--- config.mk ---
export PLATFORM = sky130hd
export DESIGN_NAME = sidechain_ducking_compressor_unit
export DESIGN_NICKNAME = d
export VERILOG_FILES = /design/src/rtl/sdc_pkg.sv /design/src/rtl/sdc_csr.sv /design/src/rtl/sdc_mul.sv /design/src/rtl/sdc_core.sv /design/src/rtl/sidechain_ducking_compressor_unit.sv
export SDC_FILE = /design/constraint.sdc
export NUM_CORES = 1
export LEC_CHECK = 0
export BUFFER_PORTS_ARGS = -buffer_cell sky130_fd_sc_hd__buf_2
export CELL_PAD_IN_SITES_DETAIL_PLACEMENT = 0
export CELL_PAD_IN_SITES_GLOBAL_PLACEMENT = 1
export CORE_ASPECT_RATIO = 0.9
export CORE_MARGIN = 2
export CORE_UTILIZATION = 40
export DETAILED_ROUTE_END_ITERATION = 10
export PLACE_DENSITY_LB_ADDON = 0.1
export SYNTH_ARGS = -nofsm -noshare
export SYNTH_HDL_FRONTEND = slang
export SYNTH_HIERARCHICAL = 1
export SYNTH_SLANG_ARGS = --single-unit
--- constraint.sdc ---
create_clock -name clock -period 11 [get_ports clock]
set_clock_uncertainty 0.05 [all_clocks]
set_input_delay 1.65 -clock clock [delete_from_list [all_inputs] [get_ports clock]]
set_output_delay 1.65 -clock clock [all_outputs]
set_load 0.02 [all_outputs]
--- src/rtl/sdc_pkg.sv ---
package sdc_pkg;

   // default sizes
   localparam int SAMPLE_BITS_DEF = 16;
   localparam int COEF_BITS_DEF   = 16;

   // register file
   localparam int CSR_ADDR_BITS = 5;
   localparam int CSR_DATA_BITS = 32;

   typedef enum logic [2:0] {
      CSR_ATTACK    = 3'd0,
      CSR_RELEASE   = 3'd1,
      CSR_THRESHOLD = 3'd2,
      CSR_DEPTH     = 3'd3,
      CSR_EXT_KEY   = 3'd4
   } sdc_csr_index_type;

   // reset values, truncated to the register widths where used
   localparam int ATTACK_RESET    = 64856;
   localparam int RELEASE_RESET   = 65528;
   localparam int THRESHOLD_RESET = 32767;
   localparam int DEPTH_RESET     = 0;

   // sequencer states, one pass of the shared multiplier per *_MUL state
   typedef enum logic [2:0] {
      S_IDLE,
      S_ENV_MUL,
      S_ENV,
      S_RED_MUL,
      S_GAIN,
      S_L_MUL,
      S_R_MUL,
      S_DONE
   } sdc_state_type;

endpackage

--- src/rtl/sdc_csr.sv ---
module sdc_csr
   import sdc_pkg::*;
#(
   parameter int SAMPLE_BITS = SAMPLE_BITS_DEF,
   parameter int COEF_BITS   = COEF_BITS_DEF
) (
   input  logic                       clock,
   input  logic                       reset,
   input  logic                       psel,
   input  logic                       penable,
   input  logic                       pwrite,
   input  logic [CSR_ADDR_BITS-1:0]   paddr,
   input  logic [CSR_DATA_BITS-1:0]   pwdata,
   output logic [CSR_DATA_BITS-1:0]   prdata,
   output logic [COEF_BITS-1:0]       attack_coef,
   output logic [COEF_BITS-1:0]       release_coef,
   output logic [SAMPLE_BITS-2:0]     duck_threshold,
   output logic [COEF_BITS-1:0]       duck_depth,
   output logic                       use_external_key
);

   localparam int FRAC_BITS = SAMPLE_BITS - 1;

   logic [COEF_BITS-1:0] attack_ff;
   logic [COEF_BITS-1:0] release_ff;
   logic [FRAC_BITS-1:0] threshold_ff;
   logic [COEF_BITS-1:0] depth_ff;
   logic                 ext_key_ff;
   logic                 wr_en;
   logic [2:0]           index;

   assign wr_en = psel && penable && pwrite;
   assign index = paddr[4:2];

   always_ff @(posedge clock) begin
      if (reset) begin
         attack_ff    <= COEF_BITS'(ATTACK_RESET);
         release_ff   <= COEF_BITS'(RELEASE_RESET);
         threshold_ff <= FRAC_BITS'(THRESHOLD_RESET);
         depth_ff     <= COEF_BITS'(DEPTH_RESET);
         ext_key_ff   <= 1'b1;
      end else if (wr_en) begin
         case (index)
            CSR_ATTACK:    attack_ff    <= pwdata[COEF_BITS-1:0];
            CSR_RELEASE:   release_ff   <= pwdata[COEF_BITS-1:0];
            CSR_THRESHOLD: threshold_ff <= pwdata[FRAC_BITS-1:0];
            CSR_DEPTH:     depth_ff     <= pwdata[COEF_BITS-1:0];
            CSR_EXT_KEY:   ext_key_ff   <= pwdata[0];
            default: ;
         endcase
      end
   end

   always_comb begin
      case (index)
         CSR_ATTACK:    prdata = CSR_DATA_BITS'(attack_ff);
         CSR_RELEASE:   prdata = CSR_DATA_BITS'(release_ff);
         CSR_THRESHOLD: prdata = CSR_DATA_BITS'(threshold_ff);
         CSR_DEPTH:     prdata = CSR_DATA_BITS'(depth_ff);
         CSR_EXT_KEY:   prdata = CSR_DATA_BITS'(ext_key_ff);
         default:       prdata = '0;
      endcase
   end

   assign attack_coef      = attack_ff;
   assign release_coef     = release_ff;
   assign duck_threshold   = threshold_ff;
   assign duck_depth       = depth_ff;
   assign use_external_key = ext_key_ff;

endmodule

--- src/rtl/sdc_mul.sv ---
module sdc_mul
   import sdc_pkg::*;
#(
   parameter int SAMPLE_BITS = SAMPLE_BITS_DEF,
   parameter int COEF_BITS   = COEF_BITS_DEF,
   localparam int BW = (COEF_BITS > SAMPLE_BITS) ? COEF_BITS : SAMPLE_BITS,
   localparam int PW = SAMPLE_BITS + BW + 1
) (
   input  logic                          clock,
   input  logic signed [SAMPLE_BITS-1:0] op_a,
   input  logic        [BW-1:0]          op_b,
   output logic signed [PW-1:0]          prod
);

   logic signed [PW-1:0] prod_ff;
   logic signed [PW-1:0] prod_in;

   // operand b is always a magnitude: widen with a zero sign bit
   assign prod_in = op_a * $signed({1'b0, op_b});

   always_ff @(posedge clock) begin
      prod_ff <= prod_in;
   end

   assign prod = prod_ff;

endmodule

--- src/rtl/sdc_core.sv ---
module sdc_core
   import sdc_pkg::*;
#(
   parameter int SAMPLE_BITS = SAMPLE_BITS_DEF,
   parameter int COEF_BITS   = COEF_BITS_DEF
) (
   input  logic                          clock,
   input  logic                          reset,
   input  logic                          req_valid,
   output logic                          req_stall,
   input  logic signed [SAMPLE_BITS-1:0] in_left,
   input  logic signed [SAMPLE_BITS-1:0] in_right,
   input  logic signed [SAMPLE_BITS-1:0] key_left,
   input  logic signed [SAMPLE_BITS-1:0] key_right,
   input  logic [COEF_BITS-1:0]          attack_coef,
   input  logic [COEF_BITS-1:0]          release_coef,
   input  logic [SAMPLE_BITS-2:0]        duck_threshold,
   input  logic [COEF_BITS-1:0]          duck_depth,
   input  logic                          use_external_key,
   input  logic                          out_free,
   output logic                          done,
   output logic signed [SAMPLE_BITS-1:0] out_left,
   output logic signed [SAMPLE_BITS-1:0] out_right
);

   localparam int FRAC_BITS = SAMPLE_BITS - 1;
   localparam int BW = (COEF_BITS > SAMPLE_BITS) ? COEF_BITS : SAMPLE_BITS;
   localparam int PW = SAMPLE_BITS + BW + 1;
   localparam logic signed [PW-1:0] UNITY_W = PW'(1) << FRAC_BITS;
   localparam logic [SAMPLE_BITS-1:0] GAIN_ONE = SAMPLE_BITS'(1) << FRAC_BITS;

   sdc_state_type state_ff, state_in;

   logic        [FRAC_BITS-1:0]   key_ff, key_in;
   logic        [FRAC_BITS-1:0]   env_ff, env_in;
   logic signed [SAMPLE_BITS-1:0] l_ff, l_in;
   logic signed [SAMPLE_BITS-1:0] r_ff, r_in;
   logic        [SAMPLE_BITS-1:0] gain_ff, gain_in;
   logic signed [SAMPLE_BITS-1:0] outl_ff, outl_in;

   logic signed [SAMPLE_BITS-1:0] op_a;
   logic        [BW-1:0]          op_b;
   logic signed [PW-1:0]          prod;

   logic        [FRAC_BITS-1:0]   ka, kb;
   logic        [COEF_BITS-1:0]   coef_sel;
   logic signed [SAMPLE_BITS-1:0] env_diff;
   logic signed [PW-1:0]          env_sum;
   logic        [FRAC_BITS-1:0]   over;
   logic signed [PW-1:0]          red;
   logic signed [PW-1:0]          prod_shift;

   // magnitude, full-scale negative saturates to the largest level
   function automatic logic [FRAC_BITS-1:0] mag(input logic signed [SAMPLE_BITS-1:0] v);
      logic [SAMPLE_BITS-1:0] a;
      a = v[SAMPLE_BITS-1] ? -v : v;
      return a[FRAC_BITS] ? {FRAC_BITS{1'b1}} : a[FRAC_BITS-1:0];
   endfunction

   sdc_mul #(
      .SAMPLE_BITS (SAMPLE_BITS),
      .COEF_BITS   (COEF_BITS)
   ) u_mul (
      .clock (clock),
      .op_a  (op_a),
      .op_b  (op_b),
      .prod  (prod)
   );

   assign ka = use_external_key ? mag(key_left)  : mag(in_left);
   assign kb = use_external_key ? mag(key_right) : mag(in_right);

   assign coef_sel   = (key_ff > env_ff) ? attack_coef : release_coef;
   assign env_diff   = $signed({1'b0, env_ff}) - $signed({1'b0, key_ff});
   assign env_sum    = (prod >>> COEF_BITS) + $signed({1'b0, key_ff});
   assign over       = (env_ff > duck_threshold) ? env_ff - duck_threshold : '0;
   // doubling folded into the shift
   assign red        = prod >>> (COEF_BITS - 1);
   assign prod_shift = prod >>> FRAC_BITS;

   always_comb begin
      state_in = state_ff;
      key_in   = key_ff;
      env_in   = env_ff;
      l_in     = l_ff;
      r_in     = r_ff;
      gain_in  = gain_ff;
      outl_in  = outl_ff;
      // default operands keep the right-channel product steady while waiting
      op_a     = r_ff;
      op_b     = BW'(gain_ff);
      case (state_ff)
         S_IDLE: begin
            if (req_valid) begin
               key_in   = (ka > kb) ? ka : kb;
               l_in     = in_left;
               r_in     = in_right;
               state_in = S_ENV_MUL;
            end
         end
         S_ENV_MUL: begin
            op_a     = env_diff;
            op_b     = BW'(coef_sel);
            state_in = S_ENV;
         end
         S_ENV: begin
            env_in   = env_sum[FRAC_BITS-1:0];
            state_in = S_RED_MUL;
         end
         S_RED_MUL: begin
            op_a     = $signed({1'b0, over});
            op_b     = BW'(duck_depth);
            state_in = S_GAIN;
         end
         S_GAIN: begin
            if (red >= UNITY_W) begin
               gain_in = '0;
            end else begin
               gain_in = SAMPLE_BITS'(UNITY_W - red);
            end
            state_in = S_L_MUL;
         end
         S_L_MUL: begin
            op_a     = l_ff;
            state_in = S_R_MUL;
         end
         S_R_MUL: begin
            outl_in  = prod_shift[SAMPLE_BITS-1:0];
            state_in = S_DONE;
         end
         S_DONE: begin
            if (out_free) begin
               state_in = S_IDLE;
            end
         end
         default: state_in = S_IDLE;
      endcase
   end

   always_ff @(posedge clock) begin
      if (reset) begin
         state_ff <= S_IDLE;
         env_ff   <= '0;
      end else begin
         state_ff <= state_in;
         env_ff   <= env_in;
      end
   end

   always_ff @(posedge clock) begin
      key_ff  <= key_in;
      l_ff    <= l_in;
      r_ff    <= r_in;
      gain_ff <= gain_in;
      outl_ff <= outl_in;
   end

   assign req_stall = (state_ff != S_IDLE);
   assign done      = (state_ff == S_DONE);
   assign out_left  = outl_ff;
   assign out_right = prod_shift[SAMPLE_BITS-1:0];

`ifndef SYNTH
   a_accept_starts: assert property (@(posedge clock) disable iff (reset)
      (state_ff == S_IDLE && req_valid) |=> (state_ff == S_ENV_MUL))
      else $error("accepted frame did not start the sequence");

   a_env_between: assert property (@(posedge clock) disable iff (reset)
      (state_ff == S_ENV) |=>
         ((env_ff >= key_ff) || (env_ff >= $past(env_ff))) &&
         ((env_ff <= key_ff) || (env_ff <= $past(env_ff))))
      else $error("envelope left the span between key and previous level");

   a_gain_unity: assert property (@(posedge clock) disable iff (reset)
      (state_ff == S_L_MUL) |-> (gain_ff <= GAIN_ONE))
      else $error("gain above unity");

   a_done_holds: assert property (@(posedge clock) disable iff (reset)
      (state_ff == S_DONE && !out_free) |=> (state_ff == S_DONE && $stable(outl_ff)))
      else $error("result dropped while output stage busy");
`endif

endmodule

--- src/rtl/sidechain_ducking_compressor_unit.sv ---
// a frame passes from the input transfer to rsp_valid through the sequencer, longer
// while rsp_stall holds; a new frame is taken only after four passes through the one
// shared multiplier (envelope, reduction, left, right) under the sequencer; the finished
// frame sits in an output register, so a new frame is taken meanwhile
// reset clears the envelope and rsp_valid and restores the register defaults
module sidechain_ducking_compressor_unit
   import sdc_pkg::*;
#(
   parameter int SAMPLE_BITS = SAMPLE_BITS_DEF,
   parameter int COEF_BITS   = COEF_BITS_DEF
) (
   input  logic                          clock,
   input  logic                          reset,
   input  logic                          req_valid,
   output logic                          req_stall,
   input  logic signed [SAMPLE_BITS-1:0] req_in_left,
   input  logic signed [SAMPLE_BITS-1:0] req_in_right,
   input  logic signed [SAMPLE_BITS-1:0] req_key_left,
   input  logic signed [SAMPLE_BITS-1:0] req_key_right,
   output logic                          rsp_valid,
   input  logic                          rsp_stall,
   output logic signed [SAMPLE_BITS-1:0] rsp_out_left,
   output logic signed [SAMPLE_BITS-1:0] rsp_out_right,
   input  logic                          csr_psel,
   input  logic                          csr_penable,
   input  logic                          csr_pwrite,
   input  logic [CSR_ADDR_BITS-1:0]      csr_paddr,
   input  logic [CSR_DATA_BITS-1:0]      csr_pwdata,
   output logic [CSR_DATA_BITS-1:0]      csr_prdata,
   output logic                          csr_pready
);

   logic [COEF_BITS-1:0]   attack_coef;
   logic [COEF_BITS-1:0]   release_coef;
   logic [SAMPLE_BITS-2:0] duck_threshold;
   logic [COEF_BITS-1:0]   duck_depth;
   logic                   use_external_key;

   logic                          core_done;
   logic signed [SAMPLE_BITS-1:0] core_left;
   logic signed [SAMPLE_BITS-1:0] core_right;
   logic                          out_free;
   logic                          out_load;

   logic                          rsp_valid_ff, rsp_valid_in;
   logic signed [SAMPLE_BITS-1:0] rsp_left_ff;
   logic signed [SAMPLE_BITS-1:0] rsp_right_ff;

   sdc_csr #(
      .SAMPLE_BITS (SAMPLE_BITS),
      .COEF_BITS   (COEF_BITS)
   ) u_csr (
      .clock            (clock),
      .reset            (reset),
      .psel             (csr_psel),
      .penable          (csr_penable),
      .pwrite           (csr_pwrite),
      .paddr            (csr_paddr),
      .pwdata           (csr_pwdata),
      .prdata           (csr_prdata),
      .attack_coef      (attack_coef),
      .release_coef     (release_coef),
      .duck_threshold   (duck_threshold),
      .duck_depth       (duck_depth),
      .use_external_key (use_external_key)
   );

   sdc_core #(
      .SAMPLE_BITS (SAMPLE_BITS),
      .COEF_BITS   (COEF_BITS)
   ) u_core (
      .clock            (clock),
      .reset            (reset),
      .req_valid        (req_valid),
      .req_stall        (req_stall),
      .in_left          (req_in_left),
      .in_right         (req_in_right),
      .key_left         (req_key_left),
      .key_right        (req_key_right),
      .attack_coef      (attack_coef),
      .release_coef     (release_coef),
      .duck_threshold   (duck_threshold),
      .duck_depth       (duck_depth),
      .use_external_key (use_external_key),
      .out_free         (out_free),
      .done             (core_done),
      .out_left         (core_left),
      .out_right        (core_right)
   );

   // output stage takes a frame once the previous one has had its transfer
   assign out_free = !rsp_valid_ff || !rsp_stall;
   assign out_load = core_done && out_free;

   always_comb begin
      rsp_valid_in = rsp_valid_ff;
      if (out_load) begin
         rsp_valid_in = 1'b1;
      end else if (!rsp_stall) begin
         rsp_valid_in = 1'b0;
      end
   end

   always_ff @(posedge clock) begin
      if (reset) begin
         rsp_valid_ff <= 1'b0;
      end else begin
         rsp_valid_ff <= rsp_valid_in;
      end
   end

   always_ff @(posedge clock) begin
      if (out_load) begin
         rsp_left_ff  <= core_left;
         rsp_right_ff <= core_right;
      end
   end

   assign rsp_valid     = rsp_valid_ff;
   assign rsp_out_left  = rsp_left_ff;
   assign rsp_out_right = rsp_right_ff;
   assign csr_pready    = 1'b1;

endmodule

* After elaboration in Yosys (flattened, before gate mapping)
Cells that the tools add are included.
** Cells by class
- Add/sub/neg operators :: 8
- Multipliers :: 1
- Magnitude comparators :: 4
- Equal/unequal tests :: 14
- Mux-type cells :: 21
- Reduce and logical (&&, ||, !) cells :: 16
** Operators with widths (count)
- 15-bit 2-to-1 mux :: 8
- 16-bit 2-to-1 mux :: 5
- 16-bit one-hot mux with 5 select lines :: 1
- 16-bit negation :: 4
- 16-bit one-hot mux with 3 select lines :: 1
- 15-bit greater-than comparator :: 3
- 16-bit by 17-bit multiplier with 33-bit output :: 1
- 16-bit one-hot mux with 2 select lines :: 1
- 3-bit one-hot mux with 8 select lines :: 1
- 18-bit by 17-bit >= comparator with 1-bit output (second input constant) :: 1
- 15-bit by 15-bit subtractor with 16-bit output :: 1
- 16-bit subtractor (first input constant) :: 1
- 15-bit adder :: 1
- 3-bit equality test (second input constant) :: 5
- 15-bit subtractor :: 1
- 2-bit AND reduction :: 7
- 3-bit by 2-bit equality test with 1-bit output (second input constant) :: 4
- 3-bit by 1-bit equality test with 1-bit output (second input constant) :: 2
- 3-bit zero test :: 2
- 3-bit 2-to-1 mux :: 2
- 2-bit by 1-bit inequality test with 1-bit output (second input constant) :: 2
- 1-bit logical AND :: 3
- 3-bit nonzero test :: 1
- 1-bit zero test :: 2
- other kinds (3) :: 4
** Storage, ports and cells
- Flip-flop bits (word level) :: 227
- Bits of input ports :: 108
- Output and inout bits :: 67
- Logic and storage cells :: 80

* Longest topological paths before layout
Gate-level depths: netlist (run 1).
- Depth after elaboration :: 6
- Depth in mapped cells :: 36

* By module
Netlist (run 1), hierarchy kept.
** Modules (own cells, without submodules)
- sdc_mul :: times used 1, cells each 1071, area an instance 9618.0 um^2
- sdc_core :: times used 1, cells each 937, area an instance 8398.1 um^2
- sdc_csr :: times used 1, cells each 323, area an instance 3186.8 um^2
- sidechain_ducking_compressor_unit :: times used 1, cells each 39, area an instance 1011.0 um^2

* Worst setup path after synthesis (run 1)
No wires, ideal clock.
- Kind :: reg-to-reg
- Start point :: register u_core.env_ff[0]
- End point :: register u_core.u_mul.prod_ff[30], in the netlist u_core/u_mul/prod[30]
- Library setup time :: 123 ps
- Arrival :: 8159 ps
- Required time :: 10827 ps
- Slack :: 2668 ps
- Cell stages (with the launch flop) :: 36
- Path buffers :: 3
- Clock period less this slack :: 8332 ps
- Cells stage by stage :: dfxtp_1 inv_1 ha_1 inv_1 fa_1 a21o_1 a21oi_1 o21ai_0 nand4_1 nand2_1 a31o_2 a21oi_1 buf_2 mux2i_1 o221ai_1 clkbuf_1 and2_1 fa_1 inv_1 fa_1 fa_1 inv_1 fa_1 fa_1 inv_1 fa_1 inv_1 ha_1 buf_6 a21oi_1 o21ai_1 a211oi_2 o21ai_1 a41oi_2 o21ai_1 xor2_1
** On the way
- Cells in the longest elaborated chain, start to end :: 4
** Ends and longest elaborated chain
- start: declaration :: line sdc_core.sv:35 : logic [FRAC_BITS-1:0] env_ff, env_in;
- start signal: assignment :: line sdc_core.sv:146 : env_ff <= env_in;
- 15-bit greater-than comparator :: line sdc_core.sv:73 : assign coef_sel = (key_ff > env_ff) ? attack_coef : release_coef;
- 16-bit 2-to-1 mux :: line sdc_core.sv:73
- 16-bit one-hot mux with 2 select lines :: line sdc_core.sv:92 : case (state_ff)
- via u_core.op_b[11] :: line sdc_core.sv:42 : logic [BW-1:0] op_b;
- 16-bit by 17-bit multiplier with 33-bit output :: line sdc_mul.sv:19 : assign prod_in = op_a * $signed({1'b0, op_b});
- via u_core.u_mul.prod_in[30] :: line sdc_mul.sv:16 : logic signed [PW-1:0] prod_in;
- end signal: assignment :: line sdc_mul.sv:22 : prod_ff <= prod_in;
- end: declaration :: line sdc_mul.sv:15 : logic signed [PW-1:0] prod_ff;
The timed path passes the listed nets, and every way through them passes these cells.
A chain may end at the register's enable or synchronous reset.

* Worst setup path after layout (run 1)
- Start point :: register u_core.env_ff[0]
- End point :: register u_core.u_mul.prod_ff[29], in the netlist u_core/u_mul/prod[29]
The elaborated chain is that of the path after synthesis.

==> impl_metrics.toml, run 1 <==
[sta]
drv_slew = 0
tightestPinTransition_ps = 1286
fin_hold_ws_ps = 348.7
hold_viol = 0
fmax_mhz = 103.0
period_share_pct = 88.24
finalSetupViolCount = 0
tns_ps = 0
rsz0062_at_grt = "no"
min_period_ps = 9706
slew_headroom_pct = 14.24

[clock_tree]
clock_sinks = 212
cts-resized-gates = 0
cts_made_buffers = 26
cts_root_buffer = "clkbuf_16"
h-tree-depth = 1
cts_hold_buf = 0
cts.clk_slew.worst_paths_ps = 60
clock_latency_ps = 560
clk_path_buf_depth = 3
cts_setup_buffers = 0
cts_tree = "built"

[detailed_routing]
post_drt_wl_per_cell_um = 20.56
drt_pass1_iterations = 5
via_per_inst = 5.328
drtAntennaViolNets = 0
drc = 0
routed_wl_mm = 64.89
drt_iter0_drc = 1115
dr_total_vias = 16814

[synth]
netlist_area_um2 = 21750
syn_avg_cell_area_um2 = 9.333
synthCells = 2330
ys.warnings.count = 6

[placement]
numPortBuffers = 139
hpwl_mm = 50.24
gp_congestion = 0.8540
dp.cells = 3109

[grt]
antenna_found_initial = 5
grt_start_max_net_pins = 108
first_global_vias = 17240
grt_use_total_pct = 23.35
gr-total-overflow = 0
grt_pass1_wl_mm = 101.0

[worst_hold_path]
min_path_type = "register to register"

[layout]
fill_cells = 5379
nets = 2921
largest_reg_flops = 18
fin_cells = 3156
area_growth_pct = 10.62
layout_commonest_cell = "inv_1"
antennaDiodeCount = 0
final_cell_mix = "327 x inv_1, 248 x nand2_1, 197 x fa_1, 184 x ha_1, 138 x buf_2"
post_route_cells_drive_above_1_share_pct = 12.24

[worst_setup_path]
cpMostUsedCell = "fa_1"
worstSetupEndpointType = "register"
crit_type = "register to register"
timing.critical_path.required_ps = 11380
critPathLaunchType = "register"
slowest_stage = "o221ai_1"
cp.arrival_ps = 10090
crit_fanout = 16
critical-path-max-stage-delay_ps = 940

[die]
die_height_um = 225.2
start_util_pct = 40.26
dieArea_um2 = 56250
rows = 81
die_width_um = 249.8
coreArea_um2 = 54020
io_pins = 175

[run_status]
status = "complete, no violations"

[run]
maxCapViolCount = 0
critical path: cells and delay by family (launching register included):
kind	cells	cell delay [ps]
xor+xnor	1	200
mux	1	210
compound gates	11	3700
fa+ha+maj	9	3990
buf+inv	6	640
flops	1	310
simple gates	4	450
layout make-up:
cell class	instances	area [um2]	share of cell area (%)
sequential	212	5355	22.26
multi-input combinational	1689	14710	61.17
inverter	328	1231	5.118
clock buffer	37	764.5	3.178
timing repair buffer	175	968.4	4.026
clock inverter	10	140.1	0.5825
tap	705	882.1	3.667
per-layer routing:
metal	vias up	GRT usage (%)	routed length, um	share of wire, %
li1	7971	-	-	-
met1	8305	33.09	30540	47
met2	451	36.27	28050	43
met3	85	4.747	4324	6.7
met4	2	6.277	1957	3.0
met5	-	0	13	0.020
path summary, 6_finish.rpt:
kind	depth (start not counted)	endpoint	slack, ps	from
setup / recovery	32	u_core/u_mul/prod[29]	1290	u_core/env_ff[0]
hold / removal	0	rsp_out_left[0]	350	u_core/out_left[0]
setup reg to reg	32	u_core/u_mul/prod[29]	1290	u_core/env_ff[0]
hold reg to reg	0	rsp_out_left[0]	350	u_core/out_left[0]
metrics by stage:
stage	utilization, %	instance area (um2)	setup WS, ps
after global placement	42.86	23150	1516
after detailed placement	42.86	23150	1488
after floorplan	-	21800	2668
final	44.53	24060	1294
after CTS	44.53	24060	1430
after global routing	44.53	24060	634.5
Power of run 1 is not shown: default switching activity piles up to over one toggle a cycle in this logic, so the estimate is an artifact.
==> inputs of run 2 (changes only) <==
--- a/config.mk
+++ b/config.mk
@@ -5,12 +5,13 @@
 export SDC_FILE = /design/constraint.sdc
 export NUM_CORES = 1
 export LEC_CHECK = 0
+export ABC_AREA = 1
 export BUFFER_PORTS_ARGS = -buffer_cell sky130_fd_sc_hd__buf_2
 export CELL_PAD_IN_SITES_DETAIL_PLACEMENT = 0
 export CELL_PAD_IN_SITES_GLOBAL_PLACEMENT = 1
 export CORE_ASPECT_RATIO = 0.9
 export CORE_MARGIN = 2
-export CORE_UTILIZATION = 40
+export CORE_UTILIZATION = 30
 export DETAILED_ROUTE_END_ITERATION = 10
 export PLACE_DENSITY_LB_ADDON = 0.1
 export SYNTH_ARGS = -nofsm -noshare
==> impl_metrics.toml, run 2 <==
[run_status]
status = "complete, no violations"

[synth]
syn_avg_cell_area_um2 = 7.236
ys.warnings.count = 6
synthCells = 3169
netlist_area_um2 = 22930

[sta]
min_period_ps = 8972
tns_ps = 0
drv_slew = 0
period_share_pct = 81.57
hold_viol = 0
fmax_mhz = 111.5
tightestPinTransition_ps = 1236
slew_headroom_pct = 17.35
finalSetupViolCount = 0
rsz0062_at_grt = "no"

[clock_tree]
cts.clk_slew.worst_paths_ps = 70
cts_setup_buffers = 0
h-tree-depth = 1
cts-resized-gates = 0
cts_made_buffers = 23
clock_latency_ps = 540
cts_root_buffer = "clkbuf_16"
cts_tree = "built"
cts_hold_buf = 0
clk_path_buf_depth = 3
clock_sinks = 212

[grt]
first_global_vias = 19939
gr-total-overflow = 0
grt_start_max_net_pins = 56
grt_use_total_pct = 20.09
antenna_found_initial = 2
grt_pass1_wl_mm = 119.9

[layout]
multi_input_area_um2 = 14460
seq_area_um2 = 5355
nets = 3744
antennaDiodeCount = 0
area_growth_pct = 10.50
post_route_cells_drive_above_1_share_pct = 9.144
fill_cells = 8305
fin_cells = 4299
largest_reg_flops = 18
layout_commonest_cell = "nand2_1"
final_cell_mix = "918 x nand2_1, 684 x inv_1, 197 x nor2_1, 197 x fa_1, 184 x ha_1"

[die]
die_width_um = 295.4
dieArea_um2 = 78670
rows = 96
io_pins = 175
die_height_um = 266.3
start_util_pct = 30.21
coreArea_um2 = 75910

[detailed_routing]
drt_pass1_iterations = 5
dr_total_vias = 19745
post_drt_wl_per_cell_um = 18.16
drtAntennaViolNets = 0
drt_iter0_drc = 1241
drc = 0
routed_wl_mm = 78.06
via_per_inst = 4.593

[worst_hold_path]
min_path_type = "register to register"

[placement]
dp.cells = 4259
numPortBuffers = 139
gp_congestion = 0.9151
hpwl_mm = 62.69

[worst_setup_path]
cpMostUsedCell = "nand2_1"
worstSetupEndpointType = "register"
cpLargestDelayFamily = "adder cells"
cp_num_buf_inv = 5
critPathLaunchType = "register"
crit_type = "register to register"
critical-path-max-stage-delay_ps = 800
cp.arrival_ps = 9330
timing.critical_path.required_ps = 11360
crit_fanout = 17
slowest_stage = "nand3_1"

[run]
maxCapViolCount = 0
[run 2: cell type report]
type / instances / share of cell area [%]
multi-input combinational: 2156 / 57.05
sequential: 212 / 21.13
inverter: 701 / 10.39
tap: 1029 / 5.081
timing repair buffer: 161 / 3.397
clock buffer: 31 / 2.592
clock inverter: 9 / 0.3506
[run 2: routing by layer]
metal | GRT usage, % | wire length, um
met1 | 29.92 | 38770
met2 | 30.97 | 33570
met3 | 2.920 | 4485
met4 | 3.416 | 1232
met5 | 0 | 0
[run 2: path summary, 6_finish.rpt]
check	from	endpoint	slack, ps	cells after the start
min	u_core/out_left[11]	rsp_out_left[11]	370	0
max reg2reg	u_core/key_ff[0]	u_core/u_mul/prod[18]	2030	33
min reg2reg	u_core/out_left[11]	rsp_out_left[11]	370	0
max	u_core/key_ff[0]	u_core/u_mul/prod[18]	2030	33
[run 2: metrics by stage]
step                utilization (%)  instance area, um2  setup slack (ps)  hold slack [ps]
global placement              32.40               24590              2123            353.2
detailed placement            32.40               24590              2040            355.7
global route                  33.38               25340              1469            378.7
floorplan                         -               22990              3900            350.3
finish                        33.38               25340              2028            367.7
CTS                           33.38               25340              2015            369.4
[run 2: worst reg2reg max path, delay by kind of cell, from the launching register on]
family,cells,cell delay [ps]
DFF,1,460
buffers and inverters,5,350
adders and majority gates,9,4210
xor gates and xnor gates,1,290
AOI/OAI and AO/OA,3,570
and+or+nand+nor,15,2950
Power of run 2 is left out for the same reason.
==> inputs of run 3 (changes only) <==
==> constraint.sdc (replaced) <==
create_clock -name clock -period 7.9 [get_ports clock]
set_clock_uncertainty 0.05 [all_clocks]
set_input_delay 1.185 -clock clock [delete_from_list [all_inputs] [get_ports clock]]
set_output_delay 1.185 -clock clock [all_outputs]
set_load 0.02 [all_outputs]
==> impl_metrics.toml, run 3 (synthesized netlist as in run 2, its figures left out) <==
[run_status]
status = "complete, no violations"

[layout]
largest_reg_flops = 18
fill_cells = 8267
nets = 3816
layout_commonest_cell = "nand2_1"
post_route_cells_drive_above_1_share_pct = 12.13
final_cell_mix = "909 x nand2_1, 682 x inv_1, 197 x nor2_1, 193 x fa_1, 178 x nand3_1"
area_growth_pct = 14.77
design_area_um2 = 26320

[worst_hold_path]
min_path_cells = 0
min_path_type = "register to register"

[sta]
slew_headroom_pct = 23.87
finalSetupViolCount = 0
period_share_pct = 95.21
min_period_ps = 7522
tightestPinTransition_ps = 1136
fmax_mhz = 132.9
hold_viol = 0
drv_slew = 0

[placement]
gp_congestion = 0.8737
post_dp_cell_area_um2 = 25280
numPortBuffers = 139
hpwl_mm = 64.63

[die]
die_width_um = 295.4
die_height_um = 266.3
coreArea_um2 = 75910
rows = 96
start_util_pct = 30.21
dieArea_um2 = 78670
io_pins = 175

[worst_setup_path]
slowest_stage = "fa_1"
crit_type = "register to register"
cp_num_buf_inv = 9
worstSetupEndpointType = "register"
worst-r2r-setup-slack_ps = 380
reg2reg_depth = 36
critical-path-max-stage-delay_ps = 500
cpLargestDelayFamily = "adder cells"
cp.arrival_ps = 7880
timing.critical_path.required_ps = 8260
critPathLaunchType = "register"
crit_fanout = 15
crit_cells = 36

[clock_tree]
cts_made_buffers = 26
h-tree-depth = 1
clock_sinks = 212
clock_latency_ps = 560
cts_tree = "built"
cts.clk_slew.worst_paths_ps = 70
cts_hold_buf = 0
cts_root_buffer = "clkbuf_16"
clk_path_buf_depth = 3

[run]
maxCapViolCount = 0

[detailed_routing]
routed_wl_mm = 78.02
drtAntennaViolNets = 0
dr_total_vias = 20062
drt_pass1_iterations = 8
via_per_inst = 4.582
drc = 0
post_drt_wl_per_cell_um = 17.82
drt_iter0_drc = 1180

[grt]
grt_pass1_wl_mm = 120.9
grt_use_total_pct = 20.16
grt_start_max_net_pins = 65
first_global_vias = 20032
gr-total-overflow = 0
antenna_found_initial = 4
run 3: worst register-to-register path: cells and delay by family (launching register included):
family	cells	cell delay, ps
AOI/OAI and AO/OA	5	950
adders and majority gates	9	3620
buffers and inverters	9	880
DFF	1	390
and+or+nand+nor	13	1500
run 3: path summary, 6_finish.rpt:
check / start / end
worst max-delay path: u_core/key_ff[0] / u_core/u_mul/prod[28]
worst min-delay path: u_core/out_left[13] / rsp_out_left[13]
worst max register to register: u_core/key_ff[0] / u_core/u_mul/prod[28]
worst min register to register: u_core/out_left[13] / rsp_out_left[13]
run 3: timing repair:
action	4_1_cts	5_1_grt
endpoints found under the setup margin	0	18
buffers inserted	0	3
resized for setup	0	39
run 3: stage by stage:
| step | utilization, % | TNS, ps | hold slack (ps) | std cells | worst slack (ps) |
|---|---|---|---|---|---|
| 2_1_floorplan | - | 0 | 350.3 | 3184 | 800.3 |
| 3_3_place_gp | 33.30 | 0 | 351.3 | 4325 | 236.3 |
| 3_5_place_dp | 33.30 | 0 | 354.5 | 4325 | 245.2 |
| 4_1_cts | 34.43 | 0 | 367.1 | 4373 | 203.4 |
| 5_1_grt | 34.66 | -23.11 | 374.6 | 4376 | -23.11 |
| 6_report | 34.67 | 0 | 365.7 | 4378 | 378.1 |
run 3: layout make-up:
cell class / count / area (um2) / share of cell area [%]
repair buffers: 230 / 1585 / 6.023
flip-flops and latches: 212 / 5355 / 20.35
clock buffers: 34 / 711.9 / 2.705
inverters: 701 / 2634 / 10.01
clock inverters: 14 / 145.1 / 0.5515
well taps: 1029 / 1287 / 4.892
diodes: 2 / 5.005 / 0.01902
multi-input cells: 2156 / 14600 / 55.45
run 3: layer usage:
| layer | up-vias | global-route usage (%) | wire [um] |
|---|---|---|---|
| met5 | - | 0 | 0 |
| met3 | 77 | 2.811 | 4235 |
| met2 | 474 | 30.36 | 32960 |
| met4 | 0 | 4.651 | 1788 |
| li1 | 9935 | - | - |
| met1 | 9576 | 30.24 | 39040 |
Power of run 3 is left out for the same reason.
